`config.mk`:
```
export PLATFORM = sky130hd
export DESIGN_NAME = edge_vignette_blend_unit
export DESIGN_NICKNAME = d
export VERILOG_FILES = /design/src/design/evb_pkg.sv /design/src/design/edge_vignette_blend_unit.sv
export SDC_FILE = /design/constraint.sdc
export NUM_CORES = 2
export LEC_CHECK = 0
export ABC_CLOCK_PERIOD_IN_PS = 29700
export BUFFER_PORTS_ARGS = -buffer_cell sky130_fd_sc_hd__clkbuf_2
export CAP_MARGIN = 10
export CORE_ASPECT_RATIO = 2
export CORE_MARGIN = 3
export CORE_UTILIZATION = 49
export DETAILED_ROUTE_END_ITERATION = 16
export PLACE_DENSITY = 0.64
export SYNTH_ARGS = -nofsm -noshare
export SYNTH_HDL_FRONTEND = slang
export SYNTH_SLANG_ARGS = --single-unit
```
`constraint.sdc`:
```
create_clock -name aclk -period 29.7 [get_ports aclk]
set_input_delay 2.97 -clock aclk [delete_from_list [all_inputs] [get_ports aclk]]
set_output_delay 2.97 -clock aclk [all_outputs]
set_load 0.05 [all_outputs]
```
`src/design/evb_pkg.sv`:
```
// package with payload types and constants of the edge vignette blend unit
package evb_pkg;

    localparam int COL_W   = 10;
    localparam int ROW_W   = 9;
    localparam int PIX_W   = 24;
    localparam int CH_W    = 8;
    localparam int ALPHA_W = 8;
    localparam int THK_W   = 10;
    localparam int POS_W   = 13;
    localparam int NUM_W   = ALPHA_W + THK_W;
    localparam int PROD_W  = 2 * CH_W;
    localparam int NUM_CH  = 3;

    localparam int CFG_IDX_W  = 3;
    localparam int CFG_DATA_W = 24;

    localparam logic [CFG_IDX_W-1:0] CFG_BLEND_COLOR    = 3'd0;
    localparam logic [CFG_IDX_W-1:0] CFG_MAX_ALPHA      = 3'd1;
    localparam logic [CFG_IDX_W-1:0] CFG_EDGE_THICKNESS = 3'd2;
    localparam logic [CFG_IDX_W-1:0] CFG_SPAN_START     = 3'd3;
    localparam logic [CFG_IDX_W-1:0] CFG_SPAN_END       = 3'd4;

    localparam logic [COL_W-1:0] SPAN_END_RESET = 10'd640;
    localparam logic [CH_W-1:0]  ALPHA_FULL     = 8'd255;

    typedef struct packed {
        logic [COL_W-1:0] column;
        logic [ROW_W-1:0] row;
        logic [PIX_W-1:0] pixel_in;
    } in_item_t;

    typedef struct packed {
        logic [PIX_W-1:0] pixel_out;
        logic             was_blended;
    } out_item_t;

    typedef struct packed {
        logic             ok;
        logic [PIX_W-1:0] pix;
    } carry_t;

endpackage

```
`src/design/edge_vignette_blend_unit.sv`:
```
// edge vignette blend unit: pipelined per-pixel edge alpha blend
// The unit takes one pixel per clock unless stalled. Two stages find the larger of
// the column distance to the nearest span edge and the row distance to the nearest
// screen edge, one multiplies by max_alpha, eight stages of a restoring divider
// (one quotient bit each) form the alpha, and three stages blend the three channels
// and scale by 1/255. The whole pipeline holds while a finished result is not taken,
// so s_ready follows m_ready whenever the output register is full. Configuration
// writes are taken every cycle and must only be issued while no pixel is in flight.
module edge_vignette_blend_unit #(
    parameter int SCREEN_WIDTH  = 640,
    parameter int SCREEN_HEIGHT = 480
) (
    input  logic                                   aclk,
    input  logic                                   aresetn,
    input  logic                                   s_valid,
    output logic                                   s_ready,
    input  evb_pkg::in_item_t                      s_data,
    output logic                                   m_valid,
    input  logic                                   m_ready,
    output evb_pkg::out_item_t                     m_data,
    input  logic                                   cfg_valid,
    output logic                                   cfg_ready,
    input  logic [evb_pkg::CFG_IDX_W-1:0]          cfg_index,
    input  logic [evb_pkg::CFG_DATA_W-1:0]         cfg_data
);

    localparam int DIV_N = evb_pkg::ALPHA_W;
    localparam logic [evb_pkg::POS_W-1:0] SW = evb_pkg::POS_W'(SCREEN_WIDTH);
    localparam logic [evb_pkg::POS_W-1:0] SH = evb_pkg::POS_W'(SCREEN_HEIGHT);

    // configuration registers
    logic [evb_pkg::PIX_W-1:0]   blend_color_reg;
    logic [evb_pkg::ALPHA_W-1:0] max_alpha_reg;
    logic [evb_pkg::THK_W-1:0]   edge_thickness_reg;
    logic [evb_pkg::COL_W-1:0]   span_start_reg;
    logic [evb_pkg::COL_W-1:0]   span_end_reg;

    logic advance;

    // stage 1
    logic                         p1_v_reg, p1_v_next;
    evb_pkg::carry_t              p1_c_reg, p1_c_next;
    logic [evb_pkg::COL_W-1:0]    p1_i_reg, p1_i_next;
    logic [evb_pkg::COL_W-1:0]    p1_wm1_reg, p1_wm1_next;
    logic [evb_pkg::ROW_W-1:0]    p1_dy_reg, p1_dy_next;

    // stage 2
    logic                         p2_v_reg;
    evb_pkg::carry_t              p2_c_reg, p2_c_next;
    logic [evb_pkg::THK_W-1:0]    p2_diff_reg, p2_diff_next;

    // divider stages, index 0 holds the product
    logic                         dv_v_reg   [DIV_N+1];
    evb_pkg::carry_t              dv_c_reg   [DIV_N+1];
    logic [evb_pkg::NUM_W-1:0]    dv_rem_reg [DIV_N+1];
    logic [evb_pkg::ALPHA_W-1:0]  dv_q_reg   [DIV_N+1];
    logic [evb_pkg::NUM_W-1:0]    dv_rem_next [DIV_N+1];
    logic [evb_pkg::ALPHA_W-1:0]  dv_q_next   [DIV_N+1];

    // blend stages
    logic                         p4_v_reg, p5_v_reg;
    logic                         p4_blend_reg, p4_blend_next, p5_blend_reg;
    logic [evb_pkg::PIX_W-1:0]    p4_pix_reg, p5_pix_reg;
    logic [evb_pkg::PROD_W-1:0]   p4_ps_reg [evb_pkg::NUM_CH];
    logic [evb_pkg::PROD_W-1:0]   p4_pd_reg [evb_pkg::NUM_CH];
    logic [evb_pkg::PROD_W-1:0]   p4_ps_next [evb_pkg::NUM_CH];
    logic [evb_pkg::PROD_W-1:0]   p4_pd_next [evb_pkg::NUM_CH];
    logic [evb_pkg::PROD_W-1:0]   p5_sum_reg [evb_pkg::NUM_CH];

    // output register
    logic                         m_valid_reg;
    evb_pkg::out_item_t           m_data_reg, m_data_next;

    assign advance   = m_ready || !m_valid_reg;
    assign s_ready   = advance;
    assign m_valid   = m_valid_reg;
    assign m_data    = m_data_reg;
    assign cfg_ready = 1'b1;

    always_ff @(posedge aclk) begin
        if (!aresetn) begin
            blend_color_reg    <= '0;
            max_alpha_reg      <= '0;
            edge_thickness_reg <= '0;
            span_start_reg     <= '0;
            span_end_reg       <= evb_pkg::SPAN_END_RESET;
        end else if (cfg_valid) begin
            unique case (cfg_index)
                evb_pkg::CFG_BLEND_COLOR:    blend_color_reg    <= cfg_data;
                evb_pkg::CFG_MAX_ALPHA:      max_alpha_reg      <= cfg_data[evb_pkg::ALPHA_W-1:0];
                evb_pkg::CFG_EDGE_THICKNESS: edge_thickness_reg <= cfg_data[evb_pkg::THK_W-1:0];
                evb_pkg::CFG_SPAN_START:     span_start_reg     <= cfg_data[evb_pkg::COL_W-1:0];
                evb_pkg::CFG_SPAN_END:       span_end_reg       <= cfg_data[evb_pkg::COL_W-1:0];
                default: begin
                end
            endcase
        end
    end

    // stage 1: span clamp, span and row checks, offsets
    always_comb begin
        logic                      enabled;
        logic [evb_pkg::COL_W-1:0] hi;
        logic [evb_pkg::POS_W-1:0] row_w;
        logic [evb_pkg::POS_W-1:0] dyr;
        logic                      in_col;
        logic                      in_row;
        enabled = (span_end_reg > span_start_reg) && (edge_thickness_reg != '0)
                  && (max_alpha_reg != '0);
        hi = ({3'b0, span_end_reg} > SW) ? SW[evb_pkg::COL_W-1:0] : span_end_reg;
        in_col = (s_data.column >= span_start_reg) && (s_data.column < hi);
        row_w = {4'b0, s_data.row};
        in_row = row_w < SH;
        dyr = SH - 13'd1 - row_w;
        p1_v_next = s_valid;
        p1_c_next.ok = enabled && in_col && in_row;
        p1_c_next.pix = s_data.pixel_in;
        p1_i_next = s_data.column - span_start_reg;
        p1_wm1_next = hi - span_start_reg - 10'd1;
        p1_dy_next = (row_w < dyr) ? s_data.row : dyr[evb_pkg::ROW_W-1:0];
    end

    // stage 2: larger of the column and row edge distances, alpha numerator term
    always_comb begin
        logic [evb_pkg::COL_W-1:0] dxr;
        logic [evb_pkg::COL_W-1:0] dx;
        logic [evb_pkg::COL_W-1:0] d;
        dxr = p1_wm1_reg - p1_i_reg;
        dx = (p1_i_reg < dxr) ? p1_i_reg : dxr;
        d = (dx > {1'b0, p1_dy_reg}) ? dx : {1'b0, p1_dy_reg};
        p2_c_next.ok = p1_c_reg.ok && (d < edge_thickness_reg);
        p2_c_next.pix = p1_c_reg.pix;
        p2_diff_next = edge_thickness_reg - d;
    end

    // restoring divider, one quotient bit per stage
    always_comb begin
        logic [evb_pkg::NUM_W:0] trial;
        dv_rem_next[0] = evb_pkg::NUM_W'(max_alpha_reg) * evb_pkg::NUM_W'(p2_diff_reg);
        dv_q_next[0]   = '0;
        for (int j = 0; j < DIV_N; j++) begin
            trial = {1'b0, dv_rem_reg[j]}
                    - (({9'b0, edge_thickness_reg}) << (DIV_N - 1 - j));
            dv_rem_next[j+1] = trial[evb_pkg::NUM_W] ? dv_rem_reg[j]
                                                       : trial[evb_pkg::NUM_W-1:0];
            dv_q_next[j+1] = {dv_q_reg[j][evb_pkg::ALPHA_W-2:0], ~trial[evb_pkg::NUM_W]};
        end
    end

    // channel products
    always_comb begin
        logic [evb_pkg::ALPHA_W-1:0] a;
        logic [evb_pkg::ALPHA_W-1:0] ia;
        logic [evb_pkg::PIX_W-1:0]   src;
        a  = dv_q_reg[DIV_N];
        ia = evb_pkg::ALPHA_FULL - a;
        // color register is bbggrr
        src = {blend_color_reg[7:0], blend_color_reg[15:8], blend_color_reg[23:16]};
        p4_blend_next = dv_c_reg[DIV_N].ok && (a != '0);
        for (int c = 0; c < evb_pkg::NUM_CH; c++) begin
            p4_ps_next[c] = evb_pkg::PROD_W'(src[c*evb_pkg::CH_W +: evb_pkg::CH_W])
                            * evb_pkg::PROD_W'(a);
            p4_pd_next[c] = evb_pkg::PROD_W'(dv_c_reg[DIV_N].pix[c*evb_pkg::CH_W +: evb_pkg::CH_W])
                            * evb_pkg::PROD_W'(ia);
        end
    end

    // divide by 255 and select
    always_comb begin
        logic [evb_pkg::PROD_W:0]  x;
        logic [evb_pkg::PIX_W-1:0] mixed;
        mixed = '0;
        for (int c = 0; c < evb_pkg::NUM_CH; c++) begin
            x = {1'b0, p5_sum_reg[c]} + {9'b0, p5_sum_reg[c][15:8]} + 17'd1;
            mixed[c*evb_pkg::CH_W +: evb_pkg::CH_W] = x[15:8];
        end
        m_data_next.pixel_out   = p5_blend_reg ? mixed : p5_pix_reg;
        m_data_next.was_blended = p5_blend_reg;
    end

    always_ff @(posedge aclk) begin
        if (!aresetn) begin
            p1_v_reg    <= 1'b0;
            p2_v_reg    <= 1'b0;
            p4_v_reg    <= 1'b0;
            p5_v_reg    <= 1'b0;
            m_valid_reg <= 1'b0;
            for (int j = 0; j <= DIV_N; j++) begin
                dv_v_reg[j] <= 1'b0;
            end
        end else if (advance) begin
            p1_v_reg    <= p1_v_next;
            p2_v_reg    <= p1_v_reg;
            dv_v_reg[0] <= p2_v_reg;
            for (int j = 0; j < DIV_N; j++) begin
                dv_v_reg[j+1] <= dv_v_reg[j];
            end
            p4_v_reg    <= dv_v_reg[DIV_N];
            p5_v_reg    <= p4_v_reg;
            m_valid_reg <= p5_v_reg;
        end
    end

    always_ff @(posedge aclk) begin
        if (advance) begin
            p1_c_reg    <= p1_c_next;
            p1_i_reg    <= p1_i_next;
            p1_wm1_reg  <= p1_wm1_next;
            p1_dy_reg   <= p1_dy_next;
            p2_c_reg    <= p2_c_next;
            p2_diff_reg <= p2_diff_next;
            dv_c_reg[0]   <= p2_c_reg;
            dv_rem_reg[0] <= dv_rem_next[0];
            dv_q_reg[0]   <= dv_q_next[0];
            for (int j = 0; j < DIV_N; j++) begin
                dv_c_reg[j+1]   <= dv_c_reg[j];
                dv_rem_reg[j+1] <= dv_rem_next[j+1];
                dv_q_reg[j+1]   <= dv_q_next[j+1];
            end
            p4_blend_reg <= p4_blend_next;
            p4_pix_reg   <= dv_c_reg[DIV_N].pix;
            p5_blend_reg <= p4_blend_reg;
            p5_pix_reg   <= p4_pix_reg;
            for (int c = 0; c < evb_pkg::NUM_CH; c++) begin
                p4_ps_reg[c]  <= p4_ps_next[c];
                p4_pd_reg[c]  <= p4_pd_next[c];
                p5_sum_reg[c] <= p4_ps_reg[c] + p4_pd_reg[c];
            end
            m_data_reg <= m_data_next;
        end
    end

`ifndef SYNTHESIS
    // a transfer always lands in the first stage
    assert property (@(posedge aclk) disable iff (!aresetn)
        (s_valid && s_ready) |=> p1_v_reg)
        else $error("accepted pixel missing from first stage");

    // alpha never exceeds max_alpha
    assert property (@(posedge aclk) disable iff (!aresetn)
        (dv_v_reg[DIV_N] && dv_c_reg[DIV_N].ok) |-> (dv_q_reg[DIV_N] <= max_alpha_reg))
        else $error("alpha above max_alpha");

    // divider remainder ends below the thickness
    assert property (@(posedge aclk) disable iff (!aresetn)
        (dv_v_reg[DIV_N] && dv_c_reg[DIV_N].ok)
        |-> (dv_rem_reg[DIV_N] < {8'b0, edge_thickness_reg}))
        else $error("divider remainder out of range");

    // zero max_alpha never blends
    assert property (@(posedge aclk) disable iff (!aresetn)
        (m_valid_reg && (max_alpha_reg == '0)) |-> !m_data_reg.was_blended)
        else $error("blend with zero max_alpha");
`endif

endmodule
```
Yosys cells after proc, flatten, opt, wreduce, memory -nomap -nowiden
Memory sizes are Yosys's and may differ from the RTL's. A register that Yosys moved wholly into a read port is not among the register bits. Cells that the tools add are included. W data, S select, Z words.

Bits in registers: 230. RAM bits: 612. Bits of input ports: 75. Output and inout port bits: 28. Logic and storage cells: 137. Memories: 7.

Memories: dv_c_reg (words 9, bits a word 25, rd ports 9, clocked after memory_dff 0, write ports 9, RTL line edge_vignette_blend_unit.sv:54) `evb_pkg::carry_t dv_c_reg [DIV_N+1];`; dv_rem_reg (words 9, bits a word 18, rd ports 8, clocked after memory_dff 0, write ports 9, RTL line edge_vignette_blend_unit.sv:55) `logic [evb_pkg::NUM_W-1:0] dv_rem_reg [DIV_N+1];`; dv_q_reg (words 9, bits a word 8, rd ports 9, clocked after memory_dff 0, write ports 9, RTL line edge_vignette_blend_unit.sv:56) `logic [evb_pkg::ALPHA_W-1:0] dv_q_reg [DIV_N+1];`; p4_pd_reg (words 3, bits a word 16, rd ports 3, clocked after memory_dff 0, write ports 3, RTL line edge_vignette_blend_unit.sv:65) `logic [evb_pkg::PROD_W-1:0] p4_pd_reg [evb_pkg::NUM_CH];`; p4_ps_reg (words 3, bits a word 16, rd ports 3, clocked after memory_dff 0, write ports 3, RTL line edge_vignette_blend_unit.sv:64) `logic [evb_pkg::PROD_W-1:0] p4_ps_reg [evb_pkg::NUM_CH];`; p5_sum_reg (words 3, bits a word 16, rd ports 3, clocked after memory_dff 0, write ports 3, RTL line edge_vignette_blend_unit.sv:68) `logic [evb_pkg::PROD_W-1:0] p5_sum_reg [evb_pkg::NUM_CH];`; +1 memories.

Add/subtract/negate cells: 24. Multiply operators: 7. Order comparisons: 9. Equality and inequality tests: 4. Mux-type cells: 27. Bitwise operators: 17. Reduce and logical (&&, ||, !) cells: 19.

Operators with widths (number): $mux W18 (8); $mul A8 B8 Y16 (6); $add A16 B1 Y16 const B (3); $add A16 B16 Y16 (3); $add A16 B8 Y16 (3); $sub A10 B10 Y10 (4); $lt A10 B10 Y1 (3); $mux W10 (3); $mux W24 (1); $sub A18 B10 Y19 (1); $sub A18 B11 Y19 (1); $sub A18 B12 Y19 (1); $sub A18 B13 Y19 (1); $sub A18 B14 Y19 (1); $sub A18 B15 Y19 (1); $sub A18 B16 Y19 (1); $sub A18 B17 Y19 (1); $mul A8 B10 Y18 (1); $reduce_bool A8 Y1 (2); $mux W1 (14); $lt A9 B13 Y1 (1); $ge A10 B10 Y1 (1); $gt A10 B10 Y1 (1); $gt A10 B10 Y1 const B (1); 17 further kinds (44).

Longest topological paths before layout
Depth in word-level cells: 7. Gate-level depth with buffers: 39. Depth with buffers taken out: 36.

Least setup slack after synthesis
OpenSTA, ideal clock, no wires.

Path kind: input -> output. Start: input port m_ready. End: output port s_ready. Arrival: 22.974 ns. Required time: 26.730 ns. Slack: 3.756 ns. Stages: 4. Buffers on the path: 2. Cells stage by stage: nor2b_1 -> clkbuf_1 -> inv_1 -> clkbuf_1.

Cells in the longest elaborated chain, start to end: 1.

Ends and longest elaborated chain: from (decl) (RTL line edge_vignette_blend_unit.sv:19) `input logic m_ready,`; $logic_or A1 B1 Y1 (RTL line edge_vignette_blend_unit.sv:74) `assign advance = m_ready || !m_valid_reg;`; to (decl) (RTL line edge_vignette_blend_unit.sv:16) `output logic s_ready,`.

Every way passes these cells.

Worst setup path after layout
Start: register p1_wm1_reg[0] (netlist bit). End: register p2_diff_reg[9] (netlist bit), data pin.

Cells in the longest elaborated chain, start to end: 6.

Ends and longest elaborated chain: from (decl) (RTL line edge_vignette_blend_unit.sv:44) `logic [evb_pkg::COL_W-1:0] p1_wm1_reg, p1_wm1_next;`; from (signal assigned) (RTL line edge_vignette_blend_unit.sv:208) `p1_wm1_reg <= p1_wm1_next;`; $sub A10 B10 Y10 * (RTL line edge_vignette_blend_unit.sv:128) `dxr = p1_wm1_reg - p1_i_reg;`; $lt A10 B10 Y1 (RTL line edge_vignette_blend_unit.sv:129) `dx = (p1_i_reg < dxr) ? p1_i_reg : dxr;`; $mux W10 * (RTL line edge_vignette_blend_unit.sv:129); $gt A10 B9 Y1 (RTL line edge_vignette_blend_unit.sv:130) `d = (dx > {1'b0, p1_dy_reg}) ? dx : {1'b0, p1_dy_reg};`; $mux W10 * (RTL line edge_vignette_blend_unit.sv:130); $sub A10 B10 Y10 * (RTL line edge_vignette_blend_unit.sv:133) `p2_diff_next = edge_thickness_reg - d;`; net p2_diff_next, one bit (RTL line edge_vignette_blend_unit.sv:50) `logic [evb_pkg::THK_W-1:0] p2_diff_reg, p2_diff_next;`; to (signal assigned) (RTL line edge_vignette_blend_unit.sv:211) `p2_diff_reg <= p2_diff_next;`; to (decl) (RTL line edge_vignette_blend_unit.sv:50).

Mark *: on every way through the listed nets, which the timed path passes. The rest lies on a longest branch. A chain may end at the register's enable or synchronous reset.

==> impl_results.md <==
* Crit path DAT at 7.69 ns
* Synthesized area at 49360 sq um
* Largest register FFs at 225
* Share of the synthesized area in the top cell type at 43.93%
* CP Launch Type: register
* TritonCTS buffer count at 74
* CTS max path bufs at 3
* Die Y at 454.8 um
* H-tree depth at 3
* Status: complete, no violations
* Initial Utilization at 49.39%
* Count of cell types in the netlist at 72
* Worst Path Class, Setup: register to register
* Initial DRC count at 1450
* Initial antenna violation count at 0
* Post-CTS sizing at 0
* GRT Util Overall at 19.58%
* Routed Antenna Nets at 0
* WL/cell at 17.49 um
* Post-route cell area at 53840 sq um
* Post-synthesis xor/xnor area fraction at 4.223%
* Clock root buffer: clkbuf_16
* CTS sink cnt at 789
* Fin Setup TNS at 0 ns
* Final hold slack at 0.4090 ns
* Top-count cell post-synth: edfxtp_1
* Worst-Margin Slew at 0.9932 ns
* Simple-gate share of the synthesized area at 12.20%
* Die width at 230.4 um
* Post-detail-place hpwl at 74.94 mm
* Seq/Total Area, Yosys at 46.64%
* Post-DP Area at 51340 sq um
* Async S/R FF share, synth at 0%
* Tmin final at 7.260 ns
* Hold crit path type: register to register
* Syn. warnings at 0
* Post-synth top flop: edfxtp_1
* Worst-Skew Late Latency at 0.67 ns
* Max stage delay on crit path at 0.58 ns
* Max Clk Rate at 137.7 MHz
* Drt total wl at 99.73 mm
* Area delta synth->final at 9.078%
* Largest net degree at the start of global routing at 157
* Multiplexer share of the synthesized area at 1.090%
* Io pins at 103
* Filler cells at 8747
* Slew HR at 33.79%
* Setup Skew at 0.02369 ns
* Vias in the first global route at 31984
* Clock-pin slew of the registers on the worst-case setup and hold paths at 0.06 ns
* Crit share post-route at 24.44%
* Flops & latches, synth at 789
* Cell count after synthesis at 4207
* Postcts setup bufs at 0
* Main combinational cell family by area after synthesis: adder cells
* First-pass GRT wire length at 163.0 mm
* PD cells at 71.99 nW/um^2
* Residual DRC at 0
* Synthesized net count at 5039
* Syn avg cell area at 11.73 sq um
* Synth area leaders: edfxtp_1 (44%), ha_1 (12%), fa_1 (11%), inv_1 (3.5%), xnor2_1 (2.9%)
* Hold Buf Count CTS at 0
* Die Area at 104800 sq um
* Vias at 30378
* Post-synthesis adder-cell area fraction at 23.42%
* Vias per inst at 5.328
* TritonCTS clock tree: done
* Routability congestion estimate at 0.8777
* Complex-gate fraction of the synthesized area at 8.117%
* Buffers on Ports at 101
* EDFF count, synth at 722
* Req. time, crit path at 30.13 ns
* Leakage at 23.66 nW
* Core area at 99930 sq um
* Critical Path Fanout Max at 16
* Layout cells sized above 1 at 6.862%
* Commonest cells post-synth: edfxtp_1 (722), ha_1 (479), inv_1 (460)
* Nets at 5142
* Row cnt at 164
* Unrepaired setup endpoints after global routing: false
* Drt pass-1 iters at 7
* Pins Over Slew Limit at 0
* Count of final setup violators at 0
* Leading area contributor after synthesis: edfxtp_1
* Worst vdd ir at 45.75 uV
* Slowest cell on crit path: a221o_1
* Hold Vio Cnt, Final at 0
* Remaining global-route overflow at 0
* # Max-Cap Violations at 0
* Nature of the critical path endpoint: register
==> metrics by stage <==
step                      std cells  setup WS [ns]  utilization, %  power [W]
after floorplan                4207          3.756               -   0.002608
after global placement         5561          22.48           51.37   0.002901
after detailed placement       5561          22.45           51.37   0.002934
after CTS                      5699          22.44           53.86   0.003929
after global routing           5700          21.65           53.87   0.004150
final                          5702          22.44           53.87   0.003876
==> per-layer routing <==
metal / up-vias / wire length [um] / global-route usage [%]
li1: 14691 / - / -
met1: 15095 / 36300 / 20.41
met2: 412 / 56420 / 39.03
met3: 180 / 3212 / 2.661
met4: 0 / 3797 / 7.579
met5: - / 0 / 0
==> final timing paths <==
path / depth (start not counted) / slack [ns] / end / startpoint
setup reg to reg: 33 / 22.44 / p2_diff_reg[9] / p1_wm1_reg[0]
setup / recovery: 33 / 22.44 / p2_diff_reg[9] / p1_wm1_reg[0]
hold / removal: 0 / 0.41 / p5_pix_reg[16] / p4_pix_reg[16]
hold reg to reg: 0 / 0.41 / p5_pix_reg[16] / p4_pix_reg[16]
==> cell type report <==
cell class / instances / area, sq um / area share [%]
clock inverters: 49 / 556.8 / 1.034
diodes: 2 / 5.005 / 0.009296
repair buffers: 127 / 713.2 / 1.325
well taps: 1328 / 1662 / 3.086
multi-input cells: 2858 / 24220 / 44.98
inverters: 460 / 1734 / 3.221
flip-flops and latches: 789 / 23020 / 42.76
clock buffers: 89 / 1928 / 3.581
==> where the power goes <==
part	switching (W)	total [W]	internal (W)	leakage, nW
clock	0.000444	0.000973	0.000530	1.19
combinational	0.000723	0.00131	0.000583	14.0
sequential	0.000127	0.00160	0.00147	8.46
total	0.00129	0.00388	0.00258	23.7
==> layout by cell type (no fill, tap or decap), types with 131 or more instances in the layout <==
cell type,netlist,final
ha_1,479,479
nor2b_1,153,153
fa_1,278,278
inv_1,460,459
nand2_1,376,376
a21oi_1,182,182
xnor2_1,166,166
and2_1,150,150
nor2_1,200,200
nand2b_1,131,131
edfxtp_1,722,722
==> worst max-delay path, delay by kind of cell (launching register included) <==
kind                       cells  cell delay, ns
muxes                          1            0.36
xor gates and xnor gates       1            0.11
buffers and inverters          2            0.14
and+or+nand+nor               12            1.51
AOI/OAI and AO/OA             12            2.98
adders and majority gates      5            1.51
DFF                            1            0.40
==> logic make-up (layout without fill, tap and decap cells) <==
logic type / after synthesis / in the layout
AND/OR/NAND/NOR: 1205 / 1205
flip-flops: 789 / 789
adder cells (fa/ha/maj): 757 / 757
AO/OA/AOI/OAI: 607 / 607
buffers and inverters: 560 / 725
XOR/XNOR: 238 / 238
multiplexers: 50 / 50
other: 1 / 3
Power figures use the tool's default switching activity.
